<file path="config.mk">
export PLATFORM = sky130hd
export DESIGN_NAME = generational_slot_allocator_flat
export DESIGN_NICKNAME = d
export VERILOG_FILES = /design/src/hw/rtl/gsa_pkg.sv /design/src/hw/rtl/gsa_if.sv /design/src/hw/rtl/generational_slot_allocator.sv /design/src/hw/rtl/gsa_slot_ram.sv /design/src/flat_wrapper.sv
export SDC_FILE = /design/constraint.sdc
export NUM_CORES = 2
export LEC_CHECK = 0
export ABC_CLOCK_PERIOD_IN_PS = 10400
export BUFFER_PORTS_ARGS = -buffer_cell sky130_fd_sc_hd__buf_2
export CAP_MARGIN = 20
export CORE_UTILIZATION = 46
export DETAILED_ROUTE_END_ITERATION = 10
export HOLD_SLACK_MARGIN = 0.15
export PLACE_DENSITY = 0.72
export SKIP_CTS_REPAIR_TIMING = 1
export SLEW_MARGIN = 0
export SYNTH_ARGS = -nofsm -noshare
export SYNTH_HDL_FRONTEND = slang
export SYNTH_HIERARCHICAL = 1
export SYNTH_SLANG_ARGS = --single-unit
</file>
<file path="constraint.sdc">
create_clock -name clk -period 10.4 [get_ports clk]
set_clock_uncertainty 0.1 [all_clocks]
set_input_delay 0.52 -clock clk [delete_from_list [all_inputs] [get_ports clk]]
set_output_delay 0.52 -clock clk [all_outputs]
set_load 0.03 [all_outputs]
</file>
<file path="src/hw/rtl/gsa_pkg.sv">
package gsa_pkg;

    // Field widths
    localparam int CAP_W     = 24;
    localparam int GEN_W     = 32;
    localparam int DEV_W     = 32;
    localparam int HSLOT_W   = 8;
    localparam int POINTS_W  = 32;
    localparam int OSLOT_W   = 4;
    localparam int LIVE_W    = 5;
    localparam int STATUS_W  = 3;
    localparam int CMD_W     = 2;
    localparam int CFG_W     = 32;
    localparam int CFG_IDX_W = 2;

    // Register indexes of the configuration port
    localparam logic [CFG_IDX_W-1:0] REG_DEVICE_ID   = 2'd0;
    localparam logic [CFG_IDX_W-1:0] REG_DEVICE_LOST = 2'd1;
    localparam logic [CFG_IDX_W-1:0] REG_MAX_POINTS  = 2'd2;
    localparam logic [CFG_IDX_W-1:0] REG_BUDGET      = 2'd3;

    // Reset values of the configuration registers
    localparam logic [CAP_W-1:0]    MAX_POINTS_RESET = 24'd65536;
    localparam logic [POINTS_W-1:0] BUDGET_RESET     = 32'd1048576;

    // A free slot with this generation is never handed out again
    localparam logic [GEN_W-1:0] GEN_RETIRED = '1;

    typedef enum logic [CMD_W-1:0] {
        CMD_ALLOC   = 2'd0,
        CMD_RELEASE = 2'd1,
        CMD_QUERY   = 2'd2,
        CMD_MARK    = 2'd3
    } cmd_t;

    typedef enum logic [STATUS_W-1:0] {
        STATUS_OK           = 3'd0,
        STATUS_DEVICE_LOST  = 3'd1,
        STATUS_BAD_CAPACITY = 3'd2,
        STATUS_NO_ROOM      = 3'd3,
        STATUS_BAD_HANDLE   = 3'd4
    } status_t;

    typedef enum logic [2:0] {
        ST_IDLE,
        ST_CHECK,
        ST_SCAN,
        ST_VERIFY,
        ST_FINISH
    } state_t;

    // One entry of the slot table
    typedef struct packed {
        logic [CAP_W-1:0] capacity;
        logic [GEN_W-1:0] generation;
    } slot_entry_t;

endpackage

</file>
<file path="src/hw/rtl/gsa_if.sv">
interface gsa_req_if;
    import gsa_pkg::*;

    logic                 valid;
    logic                 ready;
    logic [CMD_W-1:0]     command;
    logic [CAP_W-1:0]     request_capacity;
    logic [DEV_W-1:0]     handle_device;
    logic [HSLOT_W-1:0]   handle_slot;
    logic [GEN_W-1:0]     handle_generation;

    modport source (
        output valid, command, request_capacity, handle_device, handle_slot,
               handle_generation,
        input  ready
    );

    modport sink (
        input  valid, command, request_capacity, handle_device, handle_slot,
               handle_generation,
        output ready
    );
endinterface

interface gsa_rsp_if;
    import gsa_pkg::*;

    logic                 valid;
    logic                 ready;
    logic [STATUS_W-1:0]  status;
    logic [OSLOT_W-1:0]   out_slot;
    logic [GEN_W-1:0]     out_generation;
    logic [CAP_W-1:0]     out_capacity;
    logic [POINTS_W-1:0]  total_in_use;
    logic [LIVE_W-1:0]    live_buffers;

    modport source (
        output valid, status, out_slot, out_generation, out_capacity, total_in_use,
               live_buffers,
        input  ready
    );

    modport sink (
        input  valid, status, out_slot, out_generation, out_capacity, total_in_use,
               live_buffers,
        output ready
    );
endinterface

</file>
<file path="src/hw/rtl/generational_slot_allocator.sv">
// Generational slot allocator. Commands arrive one word at a time on req and each gives one
// response word on rsp. The block works on one command at a time and raises req.ready
// only when idle. Mark-initialized passes through check and finish, release and query
// through check, verify and finish. Allocate goes from check to finish when a check fails,
// and otherwise scans the created slots, reusing the first free one or else creating a new
// slot unless the table is full: the slot table sits in one memory with a single registered
// read port, and the search for a free slot reads it one slot per cycle. A response waits
// in an output register; the next command completes once that register has been taken.
module generational_slot_allocator #(
    parameter int SLOT_COUNT = 16
) (
    input  logic                           clk,
    input  logic                           rst_n,
    input  logic                           cfg_write,
    input  logic [gsa_pkg::CFG_IDX_W-1:0]  cfg_index,
    input  logic [gsa_pkg::CFG_W-1:0]      cfg_data,
    gsa_req_if.sink                        req,
    gsa_rsp_if.source                      rsp
);
    import gsa_pkg::*;

    localparam int            SW         = (SLOT_COUNT > 1) ? $clog2(SLOT_COUNT) : 1;
    localparam int            CW         = $clog2(SLOT_COUNT + 1);
    localparam logic [CW-1:0] FULL_COUNT = CW'(SLOT_COUNT);

    // Configuration registers
    logic [DEV_W-1:0]    device_id_reg;
    logic                device_lost_reg;
    logic [CAP_W-1:0]    max_points_reg;
    logic [POINTS_W-1:0] budget_reg;

    // Control state
    state_t              state_reg, state_next;
    logic [CW-1:0]       created_reg;
    logic [POINTS_W-1:0] points_reg, points_next;
    logic [CW-1:0]       live_reg, live_next;
    logic                out_valid_reg;
    logic [CW-1:0]       scan_idx_reg;
    logic                pend_valid_reg;

    // Command and working registers
    cmd_t                cmd_reg;
    logic [CAP_W-1:0]    cap_reg;
    logic [DEV_W-1:0]    dev_reg;
    logic [HSLOT_W-1:0]  hslot_reg;
    logic [GEN_W-1:0]    hgen_reg;
    status_t             status_reg;
    logic [SW-1:0]       found_reg;
    logic [GEN_W-1:0]    found_gen_reg;
    logic                new_reg;
    logic [CAP_W-1:0]    qcap_reg;
    logic [SW-1:0]       pend_idx_reg;

    // Response registers
    status_t             o_status_reg;
    logic [OSLOT_W-1:0]  o_slot_reg;
    logic [GEN_W-1:0]    o_gen_reg;
    logic [CAP_W-1:0]    o_cap_reg;
    logic [POINTS_W-1:0] o_total_reg;
    logic [LIVE_W-1:0]   o_live_reg;

    // Slot memory port
    logic                ram_we;
    logic [SW-1:0]       ram_waddr;
    slot_entry_t         ram_wdata;
    logic [SW-1:0]       ram_raddr;
    slot_entry_t         rd_entry;

    logic                out_free;
    logic                commit;
    logic                slot_known;
    logic                bad_capacity;
    logic                over_budget;
    logic                rd_free;
    logic                hit;
    logic                scan_more;
    logic                handle_live;
    logic                ok_alloc;
    logic                ok_release;
    logic [POINTS_W-1:0] points_delta;
    logic [POINTS_W:0]   budget_sum;

    gsa_slot_ram #(
        .DEPTH (SLOT_COUNT)
    ) u_slot_ram (
        .clk   (clk),
        .we    (ram_we),
        .waddr (ram_waddr),
        .wdata (ram_wdata),
        .raddr (ram_raddr),
        .rdata (rd_entry)
    );

    // Decode checks and table reads
    always_comb
    begin
        out_free     = !out_valid_reg || rsp.ready;
        commit       = (state_reg == ST_FINISH) && out_free;
        slot_known   = {1'b0, hslot_reg} < (HSLOT_W + 1)'(created_reg);
        bad_capacity = (cap_reg == '0) || (cap_reg > max_points_reg);
        budget_sum   = {1'b0, points_reg} + (POINTS_W + 1)'(cap_reg);
        over_budget  = budget_sum > {1'b0, budget_reg};
        rd_free      = (rd_entry.capacity == '0) && (rd_entry.generation != GEN_RETIRED);
        hit          = pend_valid_reg && rd_free;
        scan_more    = scan_idx_reg < created_reg;
        handle_live  = (dev_reg == device_id_reg) && slot_known &&
                       (rd_entry.generation == hgen_reg) && (rd_entry.capacity != '0);
        ok_alloc     = (cmd_reg == CMD_ALLOC) && (status_reg == STATUS_OK);
        ok_release   = (cmd_reg == CMD_RELEASE) && (status_reg == STATUS_OK);
    end

    // Shared accumulator for the points total and the live count
    always_comb
    begin
        points_delta = '0;
        live_next    = live_reg;
        if (ok_alloc)
        begin
            points_delta = POINTS_W'(cap_reg);
            live_next    = live_reg + CW'(1);
        end
        else if (ok_release)
        begin
            points_delta = -POINTS_W'(qcap_reg);
            live_next    = live_reg - CW'(1);
        end
        points_next = points_reg + points_delta;
    end

    // Next state
    always_comb
    begin
        state_next = state_reg;
        case (state_reg)
            ST_IDLE:
            begin
                if (req.valid)
                begin
                    state_next = ST_CHECK;
                end
            end
            ST_CHECK:
            begin
                case (cmd_reg)
                    CMD_ALLOC:
                    begin
                        if (device_lost_reg || bad_capacity || over_budget)
                        begin
                            state_next = ST_FINISH;
                        end
                        else
                        begin
                            state_next = ST_SCAN;
                        end
                    end
                    CMD_RELEASE, CMD_QUERY: state_next = ST_VERIFY;
                    default:                state_next = ST_FINISH;
                endcase
            end
            ST_SCAN:
            begin
                if (hit || !scan_more)
                begin
                    state_next = ST_FINISH;
                end
            end
            ST_VERIFY: state_next = ST_FINISH;
            ST_FINISH:
            begin
                if (out_free)
                begin
                    state_next = ST_IDLE;
                end
            end
            default: state_next = ST_IDLE;
        endcase
    end

    // Outputs: handshake and slot memory control
    always_comb
    begin
        req.ready = (state_reg == ST_IDLE);
        ram_raddr = (state_reg == ST_CHECK) ? hslot_reg[SW-1:0] : scan_idx_reg[SW-1:0];
        ram_we    = commit && (ok_alloc || ok_release);
        if (cmd_reg == CMD_ALLOC)
        begin
            ram_waddr            = found_reg;
            ram_wdata.capacity   = cap_reg;
            ram_wdata.generation = found_gen_reg;
        end
        else
        begin
            ram_waddr            = hslot_reg[SW-1:0];
            ram_wdata.capacity   = '0;
            ram_wdata.generation = found_gen_reg + GEN_W'(1);
        end
    end

    // Configuration writes
    always_ff @(posedge clk or negedge rst_n)
    begin
        if (!rst_n)
        begin
            device_id_reg   <= '0;
            device_lost_reg <= 1'b0;
            max_points_reg  <= MAX_POINTS_RESET;
            budget_reg      <= BUDGET_RESET;
        end
        else if (cfg_write)
        begin
            case (cfg_index)
                REG_DEVICE_ID:   device_id_reg   <= cfg_data[DEV_W-1:0];
                REG_DEVICE_LOST: device_lost_reg <= cfg_data[0];
                REG_MAX_POINTS:  max_points_reg  <= cfg_data[CAP_W-1:0];
                REG_BUDGET:      budget_reg      <= cfg_data[POINTS_W-1:0];
                default:         device_id_reg   <= device_id_reg;
            endcase
        end
    end

    // Sequencer, totals and scan counter
    always_ff @(posedge clk or negedge rst_n)
    begin
        if (!rst_n)
        begin
            state_reg      <= ST_IDLE;
            created_reg    <= '0;
            points_reg     <= '0;
            live_reg       <= '0;
            out_valid_reg  <= 1'b0;
            scan_idx_reg   <= '0;
            pend_valid_reg <= 1'b0;
        end
        else
        begin
            state_reg <= state_next;
            if (commit)
            begin
                out_valid_reg <= 1'b1;
                points_reg    <= points_next;
                live_reg      <= live_next;
                if (ok_alloc && new_reg)
                begin
                    created_reg <= created_reg + CW'(1);
                end
            end
            else if (rsp.ready)
            begin
                out_valid_reg <= 1'b0;
            end
            // Walk the created slots, one read per cycle
            if (state_reg == ST_CHECK)
            begin
                scan_idx_reg   <= '0;
                pend_valid_reg <= 1'b0;
            end
            else if (state_reg == ST_SCAN)
            begin
                pend_valid_reg <= scan_more;
                if (scan_more)
                begin
                    scan_idx_reg <= scan_idx_reg + CW'(1);
                end
            end
        end
    end

    // Command capture and per-step results
    always_ff @(posedge clk)
    begin
        case (state_reg)
            ST_IDLE:
            begin
                if (req.valid)
                begin
                    cmd_reg   <= cmd_t'(req.command);
                    cap_reg   <= req.request_capacity;
                    dev_reg   <= req.handle_device;
                    hslot_reg <= req.handle_slot;
                    hgen_reg  <= req.handle_generation;
                end
            end
            ST_CHECK:
            begin
                new_reg <= 1'b0;
                case (cmd_reg)
                    CMD_ALLOC:
                    begin
                        if (device_lost_reg)
                        begin
                            status_reg <= STATUS_DEVICE_LOST;
                        end
                        else if (bad_capacity)
                        begin
                            status_reg <= STATUS_BAD_CAPACITY;
                        end
                        else if (over_budget)
                        begin
                            status_reg <= STATUS_NO_ROOM;
                        end
                        else
                        begin
                            status_reg <= STATUS_OK;
                        end
                    end
                    CMD_MARK:
                    begin
                        status_reg <= slot_known ? STATUS_OK : STATUS_BAD_HANDLE;
                    end
                    default: status_reg <= STATUS_OK;
                endcase
            end
            ST_SCAN:
            begin
                pend_idx_reg <= scan_idx_reg[SW-1:0];
                if (hit)
                begin
                    found_reg     <= pend_idx_reg;
                    found_gen_reg <= rd_entry.generation;
                    new_reg       <= 1'b0;
                end
                else if (!scan_more)
                begin
                    // No reusable slot: create one unless the table is full
                    if (created_reg == FULL_COUNT)
                    begin
                        status_reg <= STATUS_NO_ROOM;
                        new_reg    <= 1'b0;
                    end
                    else
                    begin
                        found_reg     <= created_reg[SW-1:0];
                        found_gen_reg <= '0;
                        new_reg       <= 1'b1;
                    end
                end
            end
            ST_VERIFY:
            begin
                status_reg    <= handle_live ? STATUS_OK : STATUS_BAD_HANDLE;
                qcap_reg      <= rd_entry.capacity;
                found_gen_reg <= rd_entry.generation;
            end
            ST_FINISH:
            begin
                if (out_free)
                begin
                    o_status_reg <= status_reg;
                    o_slot_reg   <= ok_alloc ? OSLOT_W'(found_reg) : '0;
                    o_gen_reg    <= ok_alloc ? found_gen_reg : '0;
                    o_cap_reg    <= ((cmd_reg == CMD_QUERY) && (status_reg == STATUS_OK)) ?
                                    qcap_reg : '0;
                    o_total_reg  <= points_next;
                    o_live_reg   <= LIVE_W'(live_next);
                end
            end
            default: new_reg <= new_reg;
        endcase
    end

    // Drive the response channel
    assign rsp.valid          = out_valid_reg;
    assign rsp.status         = o_status_reg;
    assign rsp.out_slot       = o_slot_reg;
    assign rsp.out_generation = o_gen_reg;
    assign rsp.out_capacity   = o_cap_reg;
    assign rsp.total_in_use   = o_total_reg;
    assign rsp.live_buffers   = o_live_reg;

    a_live_within_created: assert property (
        @(posedge clk) disable iff (!rst_n)
        live_reg <= created_reg
    ) else $error("live count exceeds created slots");

    a_created_bounded: assert property (
        @(posedge clk) disable iff (!rst_n)
        created_reg <= FULL_COUNT
    ) else $error("created slot count beyond table size");

    a_reuse_is_created: assert property (
        @(posedge clk) disable iff (!rst_n)
        (state_reg == ST_FINISH && cmd_reg == CMD_ALLOC && status_reg == STATUS_OK && !new_reg)
        |-> (CW'(found_reg) < created_reg)
    ) else $error("reused slot was never created");

    a_release_no_underflow: assert property (
        @(posedge clk) disable iff (!rst_n)
        (commit && ok_release) |-> (points_reg >= POINTS_W'(qcap_reg))
    ) else $error("release would underflow points in use");

endmodule

</file>
<file path="src/hw/rtl/gsa_slot_ram.sv">
module gsa_slot_ram #(
    parameter int  DEPTH = 16,
    localparam int AW    = (DEPTH > 1) ? $clog2(DEPTH) : 1
) (
    input  logic                 clk,
    input  logic                 we,
    input  logic [AW-1:0]        waddr,
    input  gsa_pkg::slot_entry_t wdata,
    input  logic [AW-1:0]        raddr,
    output gsa_pkg::slot_entry_t rdata
);
    import gsa_pkg::*;

    slot_entry_t mem [DEPTH];

    // Write one entry
    always_ff @(posedge clk)
    begin
        if (we)
        begin
            mem[waddr] <= wdata;
        end
    end

    // Read one entry, data registered
    always_ff @(posedge clk)
    begin
        rdata <= mem[raddr];
    end
endmodule

</file>
<file path="src/flat_wrapper.sv">
// flat-port wrapper written by rule: the top's interface ports become plain ports
module generational_slot_allocator_flat import gsa_pkg::*;
#(
    parameter int SLOT_COUNT = 16
)
  (clk, rst_n, cfg_write, cfg_index, cfg_data, req_valid, req_command, req_request_capacity, req_handle_device, req_handle_slot, req_handle_generation, req_ready, rsp_valid, rsp_status, rsp_out_slot, rsp_out_generation, rsp_out_capacity, rsp_total_in_use, rsp_live_buffers, rsp_ready);
  gsa_req_if req_i ();
  gsa_rsp_if rsp_i ();
  input  logic clk;
  input  logic rst_n;
  input  logic cfg_write;
  input  logic [gsa_pkg::CFG_IDX_W-1:0] cfg_index;
  input  logic [gsa_pkg::CFG_W-1:0] cfg_data;
  input wire logic [$bits(req_i.valid)-1:0] req_valid;
  input wire logic [$bits(req_i.command)-1:0] req_command;
  input wire logic [$bits(req_i.request_capacity)-1:0] req_request_capacity;
  input wire logic [$bits(req_i.handle_device)-1:0] req_handle_device;
  input wire logic [$bits(req_i.handle_slot)-1:0] req_handle_slot;
  input wire logic [$bits(req_i.handle_generation)-1:0] req_handle_generation;
  output wire logic [$bits(req_i.ready)-1:0] req_ready;
  output wire logic [$bits(rsp_i.valid)-1:0] rsp_valid;
  output wire logic [$bits(rsp_i.status)-1:0] rsp_status;
  output wire logic [$bits(rsp_i.out_slot)-1:0] rsp_out_slot;
  output wire logic [$bits(rsp_i.out_generation)-1:0] rsp_out_generation;
  output wire logic [$bits(rsp_i.out_capacity)-1:0] rsp_out_capacity;
  output wire logic [$bits(rsp_i.total_in_use)-1:0] rsp_total_in_use;
  output wire logic [$bits(rsp_i.live_buffers)-1:0] rsp_live_buffers;
  input wire logic [$bits(rsp_i.ready)-1:0] rsp_ready;
  assign req_i.valid = req_valid;
  assign req_i.command = req_command;
  assign req_i.request_capacity = req_request_capacity;
  assign req_i.handle_device = req_handle_device;
  assign req_i.handle_slot = req_handle_slot;
  assign req_i.handle_generation = req_handle_generation;
  assign req_ready = req_i.ready;
  assign rsp_valid = rsp_i.valid;
  assign rsp_status = rsp_i.status;
  assign rsp_out_slot = rsp_i.out_slot;
  assign rsp_out_generation = rsp_i.out_generation;
  assign rsp_out_capacity = rsp_i.out_capacity;
  assign rsp_total_in_use = rsp_i.total_in_use;
  assign rsp_live_buffers = rsp_i.live_buffers;
  assign rsp_i.ready = rsp_ready;
  generational_slot_allocator #(.SLOT_COUNT(SLOT_COUNT)) u_core (.clk(clk), .rst_n(rst_n), .cfg_write(cfg_write), .cfg_index(cfg_index), .cfg_data(cfg_data), .req(req_i), .rsp(rsp_i));
endmodule
</file>
* Word level (Yosys, flattened, before mapping)
Memories as Yosys holds them, arrays and structs flattened. A register that Yosys moved wholly into a read port is not among the register bits. Index checks and enable logic that the tools add are counted.
Storage, ports and cells: register bits 407, bits in latches 0, memory bits (writable) 896, ROM bits 0, bits of input ports 137, output and inout bits 102, memories 1
Operators by class: $add $sub $neg 8, multiply operators 0, divide/modulo/power cells 0, order comparisons 4, eq/ne operators 24, shift operators 0, multiplexer cells 43, bitwise gates (word level) 0, reduce and logical (&&, ||, !) cells 45
Memory list:
- u_core.u_slot_ram.mem | words 16, width 56, rd ports 1, clocked after Yosys merged registers in 1, write ports 1, RTL line gsa_slot_ram.sv:14 | slot_entry_t mem [DEPTH];
Operators by type and width (number):
- two-way mux 32 bit | 5
- equality test 32 bit | 2
- one-hot mux 32 bit (2 select lines) | 1
- two-way mux 56 bit | 1
- zero test 24 bit | 2
- adder 32 x 24 -> 33 bit | 1
- > comparator 33 x 32 -> 1 bit | 1
- two-way mux 3 bit | 11
- adder 32 x 1 -> 32 bit (second input constant) | 1
- adder 32 bit | 1
- != test 32 bit (second input constant) | 1
- negation 24 -> 32 bit | 1
- two-way mux 5 bit | 5
- > comparator 24 bit | 1
- nonzero test 24 bit | 1
- two-way mux 4 bit | 5
- AND reduction 2 bit | 9
- adder 5 x 1 -> 5 bit (second input constant) | 3
- one-hot mux 3 bit (5 select lines) | 1
- one-hot mux 3 bit (2 select lines) | 2
- logical AND 1 bit | 11
- two-way mux 1 bit | 9
- one-hot mux 3 bit (3 select lines) | 1
- AND reduction 3 bit | 3
- other kinds (22) | 45

* Longest topological paths before layout
word-level depth 7, mapped depth 22, depth with buffers taken out 22

* Hierarchy
Netlist, hierarchy kept.
By module, submodules not included:
- gsa_slot_ram | times used 1, cells an instance 1445, area an instance 34678.3 um2, seq. area each 28026.9 um2
- generational_slot_allocator | times used 1, cells an instance 1803, area an instance 21152.8 um2, seq. area each 11518.5 um2

* Worst setup path before layout
No wires, ideal clock.
kind register to register, from register u_core.cmd_reg[0], to memory u_core/u_slot_ram/mem[0][0] (netlist name) (enable), arrival 5899 ps, data required time 9761 ps, setup slack 3862 ps, cell stages (with the launch flop) 8, buffers on the path 2, clock period less this slack 6538 ps, path through edfxtp_1 > inv_1 > ha_1 > clkbuf_1 > buf_1 > mux2_2 > or3b_2 > nor3_1
RTL lines:
- start: declaration | RTL line generational_slot_allocator.sv:42 | cmd_t cmd_reg;
- start signal: assignment | RTL line generational_slot_allocator.sv:276 | cmd_reg <= cmd_t'(req.command);
- zero test 2 bit | RTL line generational_slot_allocator.sv:185 | if (cmd_reg == CMD_ALLOC)
- two-way mux 4 bit | RTL line generational_slot_allocator.sv:185
- net u_core.ram_waddr[2] | RTL line generational_slot_allocator.sv:64 | logic [SW-1:0] ram_waddr;
- end: declaration | RTL line gsa_slot_ram.sv:14
The timed path passes the listed nets, and every way through them passes these cells.

* Worst setup path after layout
from register u_core.cmd_reg[0], to register u_core.points_reg[30]
On the way: longest elaborated chain between the ends 5
RTL lines:
- equality test 2 x 1 -> 1 bit | RTL line generational_slot_allocator.sv:109 | ok_release = (cmd_reg == CMD_RELEASE) && (status_reg == STATUS_OK);
- logical AND 1 bit | RTL line generational_slot_allocator.sv:109
- two-way mux 32 bit | RTL line generational_slot_allocator.sv:122 | else if (ok_release)
- two-way mux 32 bit (*) | RTL line generational_slot_allocator.sv:117 | if (ok_alloc)
- adder 32 bit (*) | RTL line generational_slot_allocator.sv:127 | points_next = points_reg + points_delta;
- net u_core.points_next[30] | RTL line generational_slot_allocator.sv:35 | logic [POINTS_W-1:0] points_reg, points_next;
- end signal: assignment | RTL line generational_slot_allocator.sv:240 | points_reg <= points_next;
- end: declaration | RTL line generational_slot_allocator.sv:35
Mark *: on every way through the listed nets, which the timed path passes. The rest lies on a longest branch. A chain may end at the register's enable or synchronous reset.

==> results.yml <==
outcome:
  status: "completed"
power_and_ir_drop:
  max-vdd-ir-drop_uv: 216
  p_per_area_mw_per_mm2: 249
  p_leak_nw: 23.2
yosys:
  ys_async_sr_fraction_pct: 10.4
  ys_seq_area_share_pct: 70.8
  synth_edf_count: 1162
  syn-cell-area_mm2: 0.0558
  syn-num-nets: 3517
  ys_types: 69
  ys_ff_latch: 1359
  synth_cells: 3248
  ys.flop_type: "edfxtp_1"
  syn_area_per_cell_um2: 17.2
  ys.warnings.count: 6
drt:
  post_drt_via_cell_ratio: 5.87
  vias: 31900
  first_iter_violations: 3756
  first_pass_iters: 7
  drc: 0
  wire_per_inst_um: 27.4
  drtAntennaViolNets: 0
  routed_wl_um: 149000
timing:
  finalCriticalPeriod_ns: 5.78
  slew_headroom_pct: 22.1
  finalHoldViolCount: 0
  slew_viol_final: 0
  worst-slew-pin-transition_ns: 1.17
  final.setup.tns_ns: 0
  fmax_mhz: 173
  final-setup-viol-count: 0
  layout_setup_ws_ns: 4.62
  finalCritPeriodShare_pct: 55.6
  rsz0062_at_grt: "false"
grt:
  gr-total-overflow: 0
  grt_max_degree: 175
  grt_pass1_wl_um: 209000
  grtUsageTotal_pct: 23.8
  grt_pass1_vias: 30700
  antenna_found_initial: 5
floorplanning:
  die_x_um: 350
  fp.dieArea_mm2: 0.123
  rows: 127
  chipHeight_um: 350
  core_area_mm2: 0.120
  ios: 239
  floorplan.initialDensity_pct: 46.5
setup_path:
  reg2reg_depth: 18
  rrSetupSlack_ns: 4.62
  cp-start-kind: "register"
  crit_arrival_ns: 6.30
  r2r_start: "u_core/cmd_reg[0]"
  end_kind: "register"
  crit_end: "u_core/points_reg[30]"
  critPathMaxFanout: 73
  r2r-end: "u_core/points_reg[30]"
  cp-startpoint: "u_core/cmd_reg[0]"
  path_class: "register to register"
  critical_path_required_ns: 10.92
finish:
  fin_nets: 3974
  largestRegisters: "u_core/u_slot_ram/mem (896), u_core/u_slot_ram/rdata (56)"
  drive_gt1_share_pct: 23.2
  syn_to_final_growth_pct: 16.3
  multi_input_area_mm2: 0.0155
  regMostFlops: "u_core/u_slot_ram/mem"
  fillers: 9260
  regArea_mm2: 0.0395
  final_util_pct: 54.0
  stdcell_count: 5432
  largest_register_ff_count: 896
clocking:
  clkTransAtPathRegs_ns: 0.06
  root_buffer: "clkbuf_16"
  h-tree-depth: 4
  clkLatencyLatePin_ns: 0.76
  cts_buffer_depth: 3
  cts_tree: "done"
  clock_sinks: 1359
  cts_buffers: 136
hold_path:
  min_path_type: "input pin to async pin"
placement:
  dp_cells: 5023
  hpwl_um: 92700
  gp_congestion: 0.900
  dp_slack_ns: 4.61
  portBuffers: 238
run:
  cap_violations: 0
stage by stage:
stage               power (mW)  hold slack, ns  area, um2
floorplan                 10.1           0.124      55800
global placement          11.3           0.320      59000
detailed placement        11.4           0.324      59000
CTS                       16.1          -0.304      63400
global route              16.8           0.306      64900
finish                    16.1           0.260      64900
area by class of cell:
cell class              count  share of cell area (%)
diodes                      3                  0.0116
multi-input cells        1676                    23.9
clock buffers             176                    5.65
well taps                1612                    3.11
inverters                  90                   0.528
clock inverters            74                    1.13
flip-flops and latches   1359                    60.9
repair buffers            442                    4.75
worst max-delay path: stages, from the launching register on:
cell and delay, ns:
edfxtp_1 0.43, inv_1 0.12, ha_2 0.17, buf_4 0.64, inv_1 0.40, nor2_1 0.80
a21oi_1 0.08, nor2b_1 0.15, ha_1 0.19, fa_1 0.22, a21o_1 0.16, a221oi_1 0.14
o221ai_1 0.48, a31oi_1 0.24, o31ai_1 0.51, a211o_1 0.27, o21ai_0 0.13, xnor2_1 0.15
mux2_2 0.27
how the worst min path moves through the flow:
stage | start | to | cells after the start
4_1_cts | rst_n | u_core/max_points_reg[9] | 1
3_3_place_gp | u_core/u_slot_ram/rdata[53] | u_core/qcap_reg[21] | 0
6_report | rst_n | u_core/budget_reg[30] | 2
3_5_place_dp | u_core/u_slot_ram/rdata[53] | u_core/qcap_reg[21] | 0
5_1_grt | rst_n | u_core/budget_reg[27] | 2
2_1_floorplan | rst_n | u_core/budget_reg[0] | 0
per-layer routing:
layer	routed length (um)	up-vias	part of all wire [%]	GRT usage (%)
met5	13	-	0.0087	0
met4	5290	2	3.6	8.89
met3	13300	257	9.0	4.73
met2	71300	1626	48	37.8
met1	58700	16400	39	32.5
li1	-	13600	-	-
Yosys cell counts, types with 4 or more instances:
library cell  count  area, um2
a211oi_1          6       45.0
a21o_1           53        398
a21oi_1          71        355
a22oi_1         113        848
a31oi_1           9       56.3
and2_1           30        188
and3_1           79        494
buf_1             4       15.0
buf_2            11       55.1
buf_4             5       37.5
buf_6            15        169
clkbuf_1         88        330
dfrtp_1         139       3480
dfxtp_1          56       1120
edfxtp_1       1162      34900
ha_1            130       1630
inv_1            90        338
mux2_2          102       1150
mux4_2          224       5040
nand2_1         224        841
nand2b_1         17        106
nand3_1          34        170
nand3b_1          7       52.6
nand4_1          46        288
nor2_1           88        330
nor2b_1          48        300
nor3_1           24        120
nor3b_1           5       37.5
nor4_1           26        163
o211ai_1          4       30.0
o21a_1           12       90.1
o21ai_0          61        305
o21bai_1          7       52.6
o31ai_1           8       60.1
or2_2             5       31.3
xnor2_1         142       1240
xor2_1           44        385
cells in the final DEF (no fill, tap or decap), drive strengths merged, types with 34 or more instances in the layout:
cell type    netlist  layout
a21o              53      53
a21oi             71      71
a22oi            113     113
and3              80      80
buf               35     306
clkbuf            88     176
clkinv             0      57
dfrtp            139     139
dfxtp             56      56
dlygate4sd3        0     136
edfxtp          1162    1162
ha               130     130
inv               90      97
mux2             102     102
mux4             224     224
nand2            224     224
nand3             34      34
nand4             46      46
nor2              88      88
nor2b             48      48
o21ai             61      61
xnor2            142     142
xor2              44      44
cell families (layout without fill, tap and decap cells):
group	after synthesis	after routing	share of synthesized area (%)
other cells	0	3	0
simple gates	651	651	5.87
buf+inv	213	782	1.69
xor+xnor	186	186	2.92
mux	329	329	11.1
compound gates	378	378	4.56
fa+ha+maj	132	132	2.99
flops	1359	1359	70.8
report_power, final:
group	total [mW]	leakage (nW)	internal, mW	switching [mW]
combinational	4.26	8.22	1.81	2.46
clock	4.77	2.15	2.66	2.11
sequential	7.10	12.8	6.60	0.498
total	16.1	23.2	11.1	5.06
Note: power is estimated with default switching activity, not from simulation.
